[src/rtl/tfd_pkg.sv]
// Shared types and constants of the tank fill, dose and flood sequencer.
// Used by tfd_core, tfd_skid and the top level; depends on nothing.
package tfd_pkg;

	localparam int DOSE_TICKS       = 20;
	localparam int SETTLE_TICKS     = 10;
	localparam int HOLD_TICKS       = 50;
	localparam int TICKS_PER_MINUTE = 600;

	localparam int LEVEL_BAND = 10;
	localparam int PH_BAND    = 20;

	localparam int CNT_W = 18;

	localparam logic [11:0] MAX_LEVEL_RST   = 12'd1000;
	localparam logic [10:0] PH_SETPOINT_RST = 11'd600;
	localparam logic [7:0]  FLOOD_MIN_RST   = 8'd5;

	// Configuration register indexes.
	localparam logic [1:0] REG_MAX_LEVEL   = 2'd0;
	localparam logic [1:0] REG_PH_SETPOINT = 2'd1;
	localparam logic [1:0] REG_FLOOD_MIN   = 2'd2;

	// Opcodes.
	localparam logic [1:0] OP_TICK     = 2'd0;
	localparam logic [1:0] OP_FILL     = 2'd1;
	localparam logic [1:0] OP_REGULATE = 2'd2;
	localparam logic [1:0] OP_FLOOD    = 2'd3;

	// Status codes.
	localparam logic [2:0] ST_IDLE      = 3'd0;
	localparam logic [2:0] ST_FILL_RUN  = 3'd1;
	localparam logic [2:0] ST_FILL_DONE = 3'd2;
	localparam logic [2:0] ST_REG_RUN   = 3'd3;
	localparam logic [2:0] ST_REG_DONE  = 3'd4;
	localparam logic [2:0] ST_FLD_RUN   = 3'd5;
	localparam logic [2:0] ST_FLD_DONE  = 3'd6;

	typedef enum logic [3:0] {
		PH_IDLE,
		PH_FILL,
		PH_DOSE,
		PH_SETTLE,
		PH_HOLD,
		PH_REST,
		PH_FLOOD
	} phase_t;

	typedef struct packed {
		logic [11:0]      max_level;
		logic [10:0]      ph_setpoint;
		logic [CNT_W-1:0] flood_total;
	} cfg_t;

	typedef struct packed {
		logic       inlet_valve;
		logic       outlet_valve;
		logic       mixing_valve;
		logic       flood_pump;
		logic       acid_pump;
		logic [2:0] status;
	} res_t;

endpackage

[src/rtl/tank_fill_dose_flood_sequencer.sv]
// Top level of the tank fill, dose and flood sequencer: configuration
// registers, the sequencer core and the result buffer.
// Depends on tfd_pkg, tfd_core and tfd_skid.
//
// Usage: every input request is one 100 ms tick. It carries an opcode (tick
// only, start fill, start regulate, start flood), the water level in tenths
// and the averaged pH in hundredths. While idle, a start opcode begins a job
// and that same tick is its first tick; opcodes given while a job runs are
// ignored. Each accepted request yields exactly one result request with the
// five drive bits for that tick and the status after it.
// Both channels use valid and stall; a request moves at a rising edge where
// valid is high and stall is low. An accepted result is registered, in the
// output register or the skid stage. Throughput is one request per cycle
// while in_stall is low: the whole tick update is a single pass of compare
// and count logic in the core, between the state and output registers.
// When the receiver stalls, one result waits in the output register and a
// second one goes into the skid stage; only then is in_stall raised, and it
// drops as soon as the receiver takes a result.
// Reset (arst_n low) puts the sequencer idle with status idle, empties the
// result buffer and loads the default configuration: level 1000, pH 600 and
// five flood minutes. Configuration is written through cfg_we, cfg_index and
// cfg_wdata, by the user only while no request is in flight; not enforced.
module tank_fill_dose_flood_sequencer (
	input  logic        clk,
	input  logic        arst_n,
	input  logic        in_valid,
	output logic        in_stall,
	input  logic [1:0]  opcode,
	input  logic [11:0] water_level,
	input  logic [10:0] avg_ph,
	output logic        out_valid,
	input  logic        out_stall,
	output logic        inlet_valve,
	output logic        outlet_valve,
	output logic        mixing_valve,
	output logic        flood_pump,
	output logic        acid_pump,
	output logic [2:0]  status,
	input  logic        cfg_we,
	input  logic [1:0]  cfg_index,
	input  logic [11:0] cfg_wdata
);

	tfd_pkg::cfg_t cfg_q;
	tfd_pkg::res_t core_res, out_res;
	logic          accept;

	// The flood length in ticks is formed once, when the minutes are written,
	// so the core only has to compare its counter against it.
	always_ff @(posedge clk or negedge arst_n) begin
		if (!arst_n) begin
			cfg_q.max_level   <= tfd_pkg::MAX_LEVEL_RST;
			cfg_q.ph_setpoint <= tfd_pkg::PH_SETPOINT_RST;
			cfg_q.flood_total <= tfd_pkg::CNT_W'(tfd_pkg::FLOOD_MIN_RST)
				* tfd_pkg::CNT_W'(tfd_pkg::TICKS_PER_MINUTE);
		end else if (cfg_we) begin
			unique case (cfg_index)
				tfd_pkg::REG_MAX_LEVEL:   cfg_q.max_level <= cfg_wdata;
				tfd_pkg::REG_PH_SETPOINT: cfg_q.ph_setpoint <= cfg_wdata[10:0];
				tfd_pkg::REG_FLOOD_MIN: begin
					cfg_q.flood_total <= tfd_pkg::CNT_W'(cfg_wdata[7:0])
						* tfd_pkg::CNT_W'(tfd_pkg::TICKS_PER_MINUTE);
				end
				default: begin
				end
			endcase
		end
	end

	// A tick is taken whenever the result buffer has room for its result.
	assign accept = in_valid && !in_stall;

	tfd_core u_core (
		.clk         (clk),
		.arst_n      (arst_n),
		.accept      (accept),
		.opcode      (opcode),
		.water_level (water_level),
		.avg_ph      (avg_ph),
		.cfg         (cfg_q),
		.res         (core_res)
	);

	tfd_skid u_skid (
		.clk       (clk),
		.arst_n    (arst_n),
		.in_valid  (in_valid),
		.in_stall  (in_stall),
		.in_data   (core_res),
		.out_valid (out_valid),
		.out_stall (out_stall),
		.out_data  (out_res)
	);

	assign inlet_valve  = out_res.inlet_valve;
	assign outlet_valve = out_res.outlet_valve;
	assign mixing_valve = out_res.mixing_valve;
	assign flood_pump   = out_res.flood_pump;
	assign acid_pump    = out_res.acid_pump;
	assign status       = out_res.status;

endmodule

[src/rtl/tfd_core.sv]
// Sequencer state and the per-tick next-state and drive logic.
// Depends on tfd_pkg.
module tfd_core (
	input  logic                  clk,
	input  logic                  arst_n,
	input  logic                  accept,
	input  logic [1:0]            opcode,
	input  logic [11:0]           water_level,
	input  logic [10:0]           avg_ph,
	input  tfd_pkg::cfg_t         cfg,
	output tfd_pkg::res_t         res
);

	tfd_pkg::phase_t              phase_q, phase_d, ph_eff;
	logic [tfd_pkg::CNT_W-1:0]    cnt_q, cnt_d, cnt_eff, cnt_inc;
	logic [2:0]                   status_q, status_d, status_eff;
	logic signed [12:0]           lvl_diff, lvl_abs;
	logic signed [11:0]           ph_diff, ph_abs;
	logic                         lvl_off, ph_off, start;

	always_comb begin
		lvl_diff = $signed({1'b0, water_level}) - $signed({1'b0, cfg.max_level});
		lvl_abs  = lvl_diff[12] ? -lvl_diff : lvl_diff;
		lvl_off  = lvl_abs > $signed(13'(tfd_pkg::LEVEL_BAND));
		ph_diff  = $signed({1'b0, avg_ph}) - $signed({1'b0, cfg.ph_setpoint});
		ph_abs   = ph_diff[11] ? -ph_diff : ph_diff;
		ph_off   = ph_abs > $signed(12'(tfd_pkg::PH_BAND));
	end

	always_comb begin
		start      = (phase_q == tfd_pkg::PH_IDLE) && (opcode != tfd_pkg::OP_TICK);
		ph_eff     = phase_q;
		cnt_eff    = cnt_q;
		status_eff = status_q;
		if (start) begin
			cnt_eff = '0;
			unique case (opcode)
				tfd_pkg::OP_FILL: begin
					ph_eff = tfd_pkg::PH_FILL;
					status_eff = tfd_pkg::ST_FILL_RUN;
				end
				tfd_pkg::OP_REGULATE: begin
					ph_eff = tfd_pkg::PH_DOSE;
					status_eff = tfd_pkg::ST_REG_RUN;
				end
				default: begin
					ph_eff = tfd_pkg::PH_FLOOD;
					status_eff = tfd_pkg::ST_FLD_RUN;
				end
			endcase
		end
		cnt_inc = cnt_eff + 1'b1;

		phase_d  = ph_eff;
		cnt_d    = cnt_eff;
		status_d = status_eff;
		res      = '0;

		unique case (ph_eff)
			tfd_pkg::PH_IDLE: begin
			end
			tfd_pkg::PH_FILL: begin
				if (lvl_off) begin
					res.inlet_valve = 1'b1;
				end else begin
					status_d = tfd_pkg::ST_FILL_DONE;
					phase_d  = tfd_pkg::PH_IDLE;
				end
			end
			tfd_pkg::PH_DOSE: begin
				res.mixing_valve = 1'b1;
				res.flood_pump   = 1'b1;
				if (ph_off && cnt_eff < tfd_pkg::CNT_W'(tfd_pkg::DOSE_TICKS)) begin
					res.acid_pump = 1'b1;
					cnt_d = cnt_inc;
				end else begin
					// A pass without any acid means the pH was already in band.
					phase_d = (cnt_eff == '0) ? tfd_pkg::PH_HOLD : tfd_pkg::PH_SETTLE;
					cnt_d   = '0;
				end
			end
			tfd_pkg::PH_SETTLE: begin
				res.mixing_valve = 1'b1;
				res.flood_pump   = 1'b1;
				cnt_d = cnt_inc;
				if (cnt_inc >= tfd_pkg::CNT_W'(tfd_pkg::SETTLE_TICKS)) begin
					phase_d = tfd_pkg::PH_DOSE;
					cnt_d   = '0;
				end
			end
			tfd_pkg::PH_HOLD: begin
				res.mixing_valve = 1'b1;
				res.flood_pump   = 1'b1;
				cnt_d = cnt_inc;
				if (cnt_inc >= tfd_pkg::CNT_W'(tfd_pkg::HOLD_TICKS)) begin
					phase_d = tfd_pkg::PH_REST;
					cnt_d   = '0;
				end
			end
			tfd_pkg::PH_REST: begin
				res.mixing_valve = 1'b1;
				cnt_d = cnt_inc;
				if (cnt_inc >= tfd_pkg::CNT_W'(tfd_pkg::HOLD_TICKS)) begin
					cnt_d = '0;
					if (ph_off) begin
						phase_d = tfd_pkg::PH_DOSE;
					end else begin
						status_d = tfd_pkg::ST_REG_DONE;
						phase_d  = tfd_pkg::PH_IDLE;
					end
				end
			end
			tfd_pkg::PH_FLOOD: begin
				if (cnt_eff < cfg.flood_total) begin
					res.outlet_valve = 1'b1;
					res.flood_pump   = 1'b1;
					cnt_d = cnt_inc;
				end else begin
					cnt_d    = '0;
					status_d = tfd_pkg::ST_FLD_DONE;
					phase_d  = tfd_pkg::PH_IDLE;
				end
			end
			default: begin
				phase_d = tfd_pkg::PH_IDLE;
			end
		endcase
		res.status = status_d;
	end

	always_ff @(posedge clk or negedge arst_n) begin
		if (!arst_n) begin
			phase_q  <= tfd_pkg::PH_IDLE;
			cnt_q    <= '0;
			status_q <= tfd_pkg::ST_IDLE;
		end else if (accept) begin
			phase_q  <= phase_d;
			cnt_q    <= cnt_d;
			status_q <= status_d;
		end
	end

	a_idle_cnt_zero: assert property (@(posedge clk) disable iff (!arst_n)
		phase_q == tfd_pkg::PH_IDLE |-> cnt_q == '0)
		else $error("tick counter not cleared while idle");

	a_dose_cnt_bound: assert property (@(posedge clk) disable iff (!arst_n)
		phase_q == tfd_pkg::PH_DOSE |-> cnt_q <= tfd_pkg::CNT_W'(tfd_pkg::DOSE_TICKS))
		else $error("dose counter ran past its limit");

	a_busy_status: assert property (@(posedge clk) disable iff (!arst_n)
		phase_q == tfd_pkg::PH_FLOOD |-> status_q == tfd_pkg::ST_FLD_RUN)
		else $error("flood running without flood run status");

endmodule

[src/rtl/tfd_skid.sv]
// Output register with a skid stage that decouples the result channel.
// Depends on tfd_pkg.
module tfd_skid (
	input  logic          clk,
	input  logic          arst_n,
	input  logic          in_valid,
	output logic          in_stall,
	input  tfd_pkg::res_t in_data,
	output logic          out_valid,
	input  logic          out_stall,
	output tfd_pkg::res_t out_data
);

	logic          out_valid_q, skid_valid_q;
	tfd_pkg::res_t out_data_q, skid_data_q;
	logic          take, pop;

	assign in_stall  = skid_valid_q;
	assign take      = in_valid && !skid_valid_q;
	assign pop       = out_valid_q && !out_stall;
	assign out_valid = out_valid_q;
	assign out_data  = out_data_q;

	always_ff @(posedge clk or negedge arst_n) begin
		if (!arst_n) begin
			out_valid_q  <= 1'b0;
			skid_valid_q <= 1'b0;
		end else begin
			if (skid_valid_q) begin
				if (pop) begin
					skid_valid_q <= 1'b0;
				end
			end else if (take) begin
				if (out_valid_q && !pop) begin
					skid_valid_q <= 1'b1;
				end else begin
					out_valid_q <= 1'b1;
				end
			end else if (pop) begin
				out_valid_q <= 1'b0;
			end
		end
	end

	always_ff @(posedge clk) begin
		if (skid_valid_q) begin
			if (pop) begin
				out_data_q <= skid_data_q;
			end
		end else if (take) begin
			if (out_valid_q && !pop) begin
				skid_data_q <= in_data;
			end else begin
				out_data_q <= in_data;
			end
		end
	end

	a_skid_implies_out: assert property (@(posedge clk) disable iff (!arst_n)
		skid_valid_q |-> out_valid_q)
		else $error("skid entry held while output register empty");

	a_skid_drains: assert property (@(posedge clk) disable iff (!arst_n)
		skid_valid_q && pop |=> out_valid_q && !skid_valid_q)
		else $error("skid entry lost when output was taken");

	a_skid_fill_cause: assert property (@(posedge clk) disable iff (!arst_n)
		!skid_valid_q && take && out_valid_q && out_stall |=> skid_valid_q)
		else $error("request dropped while output was stalled");

endmodule
[config.mk]
export PLATFORM = sky130hd
export DESIGN_NAME = tank_fill_dose_flood_sequencer
export DESIGN_NICKNAME = d
export VERILOG_FILES = /design/src/rtl/tfd_pkg.sv /design/src/rtl/tank_fill_dose_flood_sequencer.sv /design/src/rtl/tfd_core.sv /design/src/rtl/tfd_skid.sv
export SDC_FILE = /design/constraint.sdc
export NUM_CORES = 1
export LEC_CHECK = 0
export BUFFER_PORTS_ARGS = -buffer_cell sky130_fd_sc_hd__buf_2
export CAP_MARGIN = 20
export CORE_MARGIN = 3
export CORE_UTILIZATION = 64
export CTS_BUF_LIST = sky130_fd_sc_hd__clkbuf_2
export DETAILED_ROUTE_END_ITERATION = 8
export PLACE_DENSITY = 0.95
export SLEW_MARGIN = 25
export SYNTH_ARGS = -nofsm -noshare
export SYNTH_HDL_FRONTEND = slang
export SYNTH_SLANG_ARGS = --single-unit
[constraint.sdc]
create_clock -name clk -period 5.5 [get_ports clk]
set_input_delay 0.55 -clock clk [delete_from_list [all_inputs] [get_ports clk]]
set_output_delay 0.55 -clock clk [all_outputs]
set_load 0.005 [all_outputs]
== Yosys cells after proc, flatten, opt, wreduce, memory -nomap -nowiden ==
Cells that the tools add are included.

* Register bits: 81
* Output and inout bits: 10
* Input bits: 44

* Eq/ne operators: 13
* Order comparisons: 6
* Bitwise operators: 1
* Multiplexer cells: 45
* $add $sub $neg: 5
* Multipliers: 1
* Reduce and logical (&&, ||, !) cells: 24

{| class="wikitable"
|+ Operators by type and width
! kind !! number
|-
| 2-to-1 mux 18 bit || 5
|-
| case mux 18 bit (4 select lines) || 1
|-
| 2-to-1 mux 8 bit || 4
|-
| 2-to-1 mux 4 bit || 7
|-
| case mux 4 bit (7 select lines) || 1
|-
| adder 18 x 1 -> 18 bit, second input constant || 1
|-
| greater-or-equal comparator 18 x 4 -> 1 bit, second input constant || 1
|-
| greater-or-equal comparator 18 x 6 -> 1 bit, second input constant || 1
|-
| zero test 18 bit || 1
|-
| < comparator 18 bit || 1
|-
| < comparator 18 x 5 -> 1 bit, second input constant || 1
|-
| 2-to-1 mux 3 bit || 6
|-
| multiplier 8 x 7 -> 15 bit, second input constant || 1
|-
| 2-to-1 mux 1 bit || 14
|-
| greater-than comparator 13 x 5 -> 1 bit, second input constant || 1
|-
| 2-to-1 mux 13 bit || 1
|-
| negation 13 bit || 1
|-
| subtractor 12 x 12 -> 13 bit || 1
|-
| equality test 4 x 3 -> 1 bit, second input constant || 3
|-
| greater-than comparator 12 x 6 -> 1 bit, second input constant || 1
|-
| 2-to-1 mux 12 bit || 1
|-
| negation 12 bit || 1
|-
| case mux 3 bit (2 select lines) || 2
|-
| subtractor 11 x 11 -> 12 bit || 1
|-
| other kinds (20) || 37
|}

== Longest topological paths before layout ==
* Word-level depth: 10
* Gate-level depth with buffers: 22
* Gate-level depth less buffers: 18

== By module ==
From an unflattened synthesis, not the netlist that was laid out.

* Cell total of the unflattened synthesis: 935
* Area total of the unflattened synthesis: 7,890.1 µm²

{| class="wikitable"
|+ By module, submodules not included
! module !! cells an instance !! area each (µm²) !! times used
|-
| tfd_core || 672 || 4,668.2 || 1
|-
| tank_fill_dose_flood_sequencer || 226 || 2,516.2 || 1
|-
| tfd_skid || 37 || 705.7 || 1
|}

== Least setup slack after synthesis ==
Ideal clock, no wire load.

* Path type: in2reg
* From: in opcode[0]
* To: reg u_core.cnt_q[12] (netlist name)
* Stages on the path: 22
* Data arrival time: 4,166 ps
* Buffers on the path: 5
* Slack: 1,252 ps
* Path through: inv_1 > ha_1 > nor2_1 > nand2_1 > clkbuf_1 > clkbuf_1 > and2_1 > ha_1 > a21oi_1 > nor2b_1 > o21ai_0 > a21oi_1 > o21a_1 > o21a_1 > or4b_1 > clkbuf_1 > o21a_1 > o21ai_1 > buf_2 > buf_2 > nand3_1 > a31oi_1

* Cells in the longest elaborated chain, start to end: 7

{| class="wikitable"
|+ Ends and longest elaborated chain
! item !! RTL line !! text
|-
| start, declared || tank_fill_dose_flood_sequencer.sv:28 || <nowiki>input logic [1:0] opcode,</nowiki>
|-
| nonzero test 2 bit || tfd_core.sv:31 || <nowiki>start = (phase_q == tfd_pkg::PH_IDLE) && (opcode != tfd_pkg::OP_TICK);</nowiki>
|-
| logical AND 1 bit || tfd_core.sv:31 ||
|-
| 2-to-1 mux 18 bit || tfd_core.sv:35 || <nowiki>if (start) begin</nowiki>
|-
| adder 18 x 1 -> 18 bit / < comparator 18 x 5 -> 1 bit (equally long branches) || tfd_core.sv:52, tfd_core.sv:73 ||
|-
| greater-or-equal comparator 18 x 6 -> 1 bit (tied with other cells) || tfd_core.sv:95, tfd_core.sv:103 ||
|-
| 2-to-1 mux 18 bit, on equally long branches || - ||
|-
| case mux 18 bit (4 select lines) * || tfd_core.sv:59 || <nowiki>unique case (ph_eff)</nowiki>
|-
| end signal, assigned || tfd_core.sv:138 || <nowiki>cnt_q <= cnt_d;</nowiki>
|-
| end, declared || tfd_core.sv:15 || <nowiki>logic [tfd_pkg::CNT_W-1:0] cnt_q, cnt_d, cnt_eff, cnt_inc;</nowiki>
|}

Mark *: on every way between the ends. The rest lies on a longest branch, timed or not.
A chain may end at the register's enable or synchronous reset.

== Worst setup path after layout ==
* From: reg u_core.phase_q[0]
* To: reg u_core.cnt_q[15] (netlist name)

* Cells in the longest elaborated chain, start to end: 7

{| class="wikitable"
|+ Ends and longest elaborated chain
! item !! RTL line !! text
|-
| start, declared || tfd_core.sv:14 || <nowiki>tfd_pkg::phase_t phase_q, phase_d, ph_eff;</nowiki>
|-
| start signal, assigned || tfd_core.sv:133 || <nowiki>phase_q <= tfd_pkg::PH_IDLE;</nowiki>
|-
| start signal, assigned || tfd_core.sv:137 || <nowiki>phase_q <= phase_d;</nowiki>
|-
| zero test 4 bit || tfd_core.sv:31 ||
|-
| logical AND 1 bit || tfd_core.sv:31 ||
|-
| 2-to-1 mux 18 bit || tfd_core.sv:35 ||
|-
| adder 18 x 1 -> 18 bit / < comparator 18 x 5 -> 1 bit (equally long branches) || tfd_core.sv:52, tfd_core.sv:73 ||
|-
| greater-or-equal comparator 18 x 6 -> 1 bit (tied with other cells) || tfd_core.sv:95, tfd_core.sv:103 ||
|-
| 2-to-1 mux 18 bit, on equally long branches || - ||
|-
| case mux 18 bit (4 select lines) * || tfd_core.sv:59 ||
|}

Marks and branches as above.

==> run summary <==
Seq/Total Area, Yosys -> 0.288
Slew headroom -> 0.321
prevailing post-synth register cell -> dfrtp_1
Yosys cell types -> 85
Gate power share -> 0.561
Design Area, Final -> 0.00790 sq mm
First DRT Iteration DRCs -> 789
Num Clock Sinks -> 81
vias -> 6787
flop-to-flop setup slack -> 1020 ps
Post-CTS Resized -> 0
Finish-stage setup viols -> 0
WP buf/inv -> 1
switching portion of total power -> 0.456
hold_buf cts -> 0
RSZ-0062 raised after global routing -> no
crit-path max cell delay -> 650 ps
Post-synth EDFFs -> 16
GPL Wtd Cong -> 0.974
fin crit period -> 4480 ps
pwr/cell area -> 380 mW/mm^2
crit start category -> flip-flop
Die Width -> 113 um
Setup Skew -> 31.2 ps
hold crit path type -> input pin to async pin
Setup WS post-layout -> 1020 ps
CP Cell Sequence -> nor3_1, nand2_1, and2_1, ha_1, a21oi_1, nor2b_1, o21ai_0, a21oi_1, o21a_1, o21a_1, or4b_1, o21a_1, o21ai_1, buf_4, nor4b_1, a221o_1
insertion delay to the later sink of the worst-skew pair -> 590 ps
root buffer selected by CTS -> clkbuf_2
Clock transition at path regs -> 250 ps
slowest stage cell on the critical path -> or4b_1
Max FO, Critical Path -> 23
layout cell share with drive strength beyond 1 -> 0.139
actual slew at the worst max-slew pin -> 1010 ps
ANT nets after route -> 0
critical path's most frequent cell -> o21a_1
area delta synth->final -> 6.93%
drt total wl -> 17600 um
Final Max Tran Viols -> 0
Initial DRT Pass Iterations -> 5
first-pass GRT wire length -> 29800 um
Yosys top cell by area -> dfrtp_1
commonest non-fill, non-tap cell in the layout -> inv_1
Net Count, Synth -> 1005
Placed Cells -> 1038
Final Cycle Share -> 0.815
Ys Warns -> 0
total CTS buffers -> 9
MaxCap Viol Count -> 0
die height -> 113 um
row count -> 38
Worst Setup End Kind -> flip-flop
final number of hold-violating endpoints -> 0
gr usage total -> 0.281
area of the die -> 0.0129 sq mm
non-filler instance count after layout -> 1055
IO Pins -> 54
Peak VDD IR -> 0.264 mV
Synth area leaders -> dfrtp_1 16%, ha_1 14%, edfxtp_1 6.5%
flops & latches, synth -> 81
DRC viols -> 0
top-area cell type share of the netlist area -> 0.163
total power -> 3000 uW
Worst EP arrival -> 5030 ps
antenna violations before repair -> 0
core outline area -> 0.0111 sq mm
placed cell area -> 0.00775 sq mm
WP data required -> 6040 ps
status -> complete, no violations
most frequent cells in the layout -> 98 x inv_1, 82 x ha_1, 80 x nand2_1
Final TNS setup -> 0 ps
fill count -> 769
H-tree lvl count -> 3
TritonCTS clock tree -> done
kind of cell adding the most delay to the critical path -> simple AND/OR/NAND/NOR gates
Port Buf Inserts -> 53
Syn Inst Count -> 870
Worst Setup Path Type -> flip-flop to flip-flop
dpl ws -> 971 ps
Flop pwr share -> 0.310
Avg WL per Cell -> 16.7 um
net switching power figure -> 1370 uW
HPWL after DPL -> 13000 um
post-DR vias/cell -> 6.43
vias in the first global route -> 6487
Initial Utilization -> 0.667
Static Leak -> 0.00370 uW
gr ovfl total -> 0
P_int -> 1630 uW
clock power share -> 0.129
postcts setup bufs -> 0
Mapped Area -> 0.00739 sq mm
clock buffer depth -> 2
syn_area_per_cell -> 8.49 sq um
fraction of registers with async set/reset -> 0.802
largest net degree at the start of global routing -> 66
FMAX -> 0.223 GHz
nets@finish -> 1044
[power by group through the flow]
stage	registers, uW	logic (uW)	clock network [uW]
final	930	1680	386
after global routing	951	1880	414
after CTS	927	1640	389
after detailed placement	940	1620	0
after global placement	931	1560	0
after floorplan	890	1290	0
[sequential cells by signal (all words and copies together) (netlist names)]
name,flops
cfg_q,38
u_core.status_q,3
u_skid.skid_data_q,8
u_skid.in_stall,1
u_core.phase_q,4
u_skid.out_valid,1
u_skid.out_data,8
u_core.cnt_q,18
[cells in the mapped netlist, drive strengths merged (14+ instances only)]
| cell | count |
|---|---|
| ha | 82 |
| dfrtp | 48 |
| nor3 | 17 |
| a21oi | 51 |
| inv | 99 |
| edfxtp | 16 |
| nand2 | 81 |
| mux2 | 17 |
| xor2 | 14 |
| o21ai | 56 |
| xnor2 | 20 |
| nand3 | 28 |
| dfstp | 17 |
| clkbuf | 25 |
| and2 | 18 |
| nor2 | 51 |
[per-layer routing]
layer / global-route usage / part of all wire
met1: 0.373 / 0.43
met2: 0.468 / 0.47
met3: 0.0440 / 0.072
met4: 0.103 / 0.030
met5: 0 / 0
[worst reg2reg max path: cells and delay by family (launching register included)]
kind / cells / cell delay, ps
simple gates: 6 / 2150
compound gates: 8 / 1190
flops: 1 / 530
fa+ha+maj: 1 / 290
buf+inv: 1 / 270
[path summary, 6_finish.rpt]
path / end / start / cells after the start
max: u_core.cnt_q[15]$_DFFE_PN0P_ / u_core.phase_q[0]$_DFFE_PN0P_ / 16
min: u_core.status_q[0]$_DFFE_PN0P_ / arst_n / 2
max reg2reg: u_core.cnt_q[15]$_DFFE_PN0P_ / u_core.phase_q[0]$_DFFE_PN0P_ / 16
min reg2reg: cfg_q[11]$_DFFE_PN1P_ / cfg_q[11]$_DFFE_PN1P_ / 2
max in group asynchronous: cfg_q[20]$_DFFE_PN0P_ / arst_n / 2
min in group clk: cfg_q[40]$_DFFE_PN0P_ / cfg_wdata[11] / 3
[layout make-up]
class | count | area (sq um) | area share
Antenna cell | 1 | 2.50 | 0.000317
Clock buffer | 10 | 50.0 | 0.00634
Clock inverter | 6 | 91.3 | 0.0116
Inverter | 99 | 372 | 0.0471
Multi-Input combinational cell | 660 | 4780 | 0.605
Sequential cell | 81 | 2130 | 0.269
Tap cell | 140 | 175 | 0.0222
Timing Repair Buffer | 58 | 303 | 0.0383
[per-stage QoR]
step                      utilization  hold slack, ps
final                           0.713             108
after global routing            0.713             127
after CTS                       0.713             104
after detailed placement        0.700             471
after global placement          0.700             464
after floorplan                     -             254
[cell families (layout without fill, tap and decap cells)]
logic type	after synthesis	in the layout	synth area share
other cells	0	1	0
compound gates	232	232	0.212
mux	22	22	0.0327
fa+ha+maj	91	91	0.163
flops	81	81	0.288
simple gates	281	281	0.197
xor+xnor	34	34	0.0413
buf+inv	129	173	0.0661
Note: power is estimated with default switching activity, not from simulation.
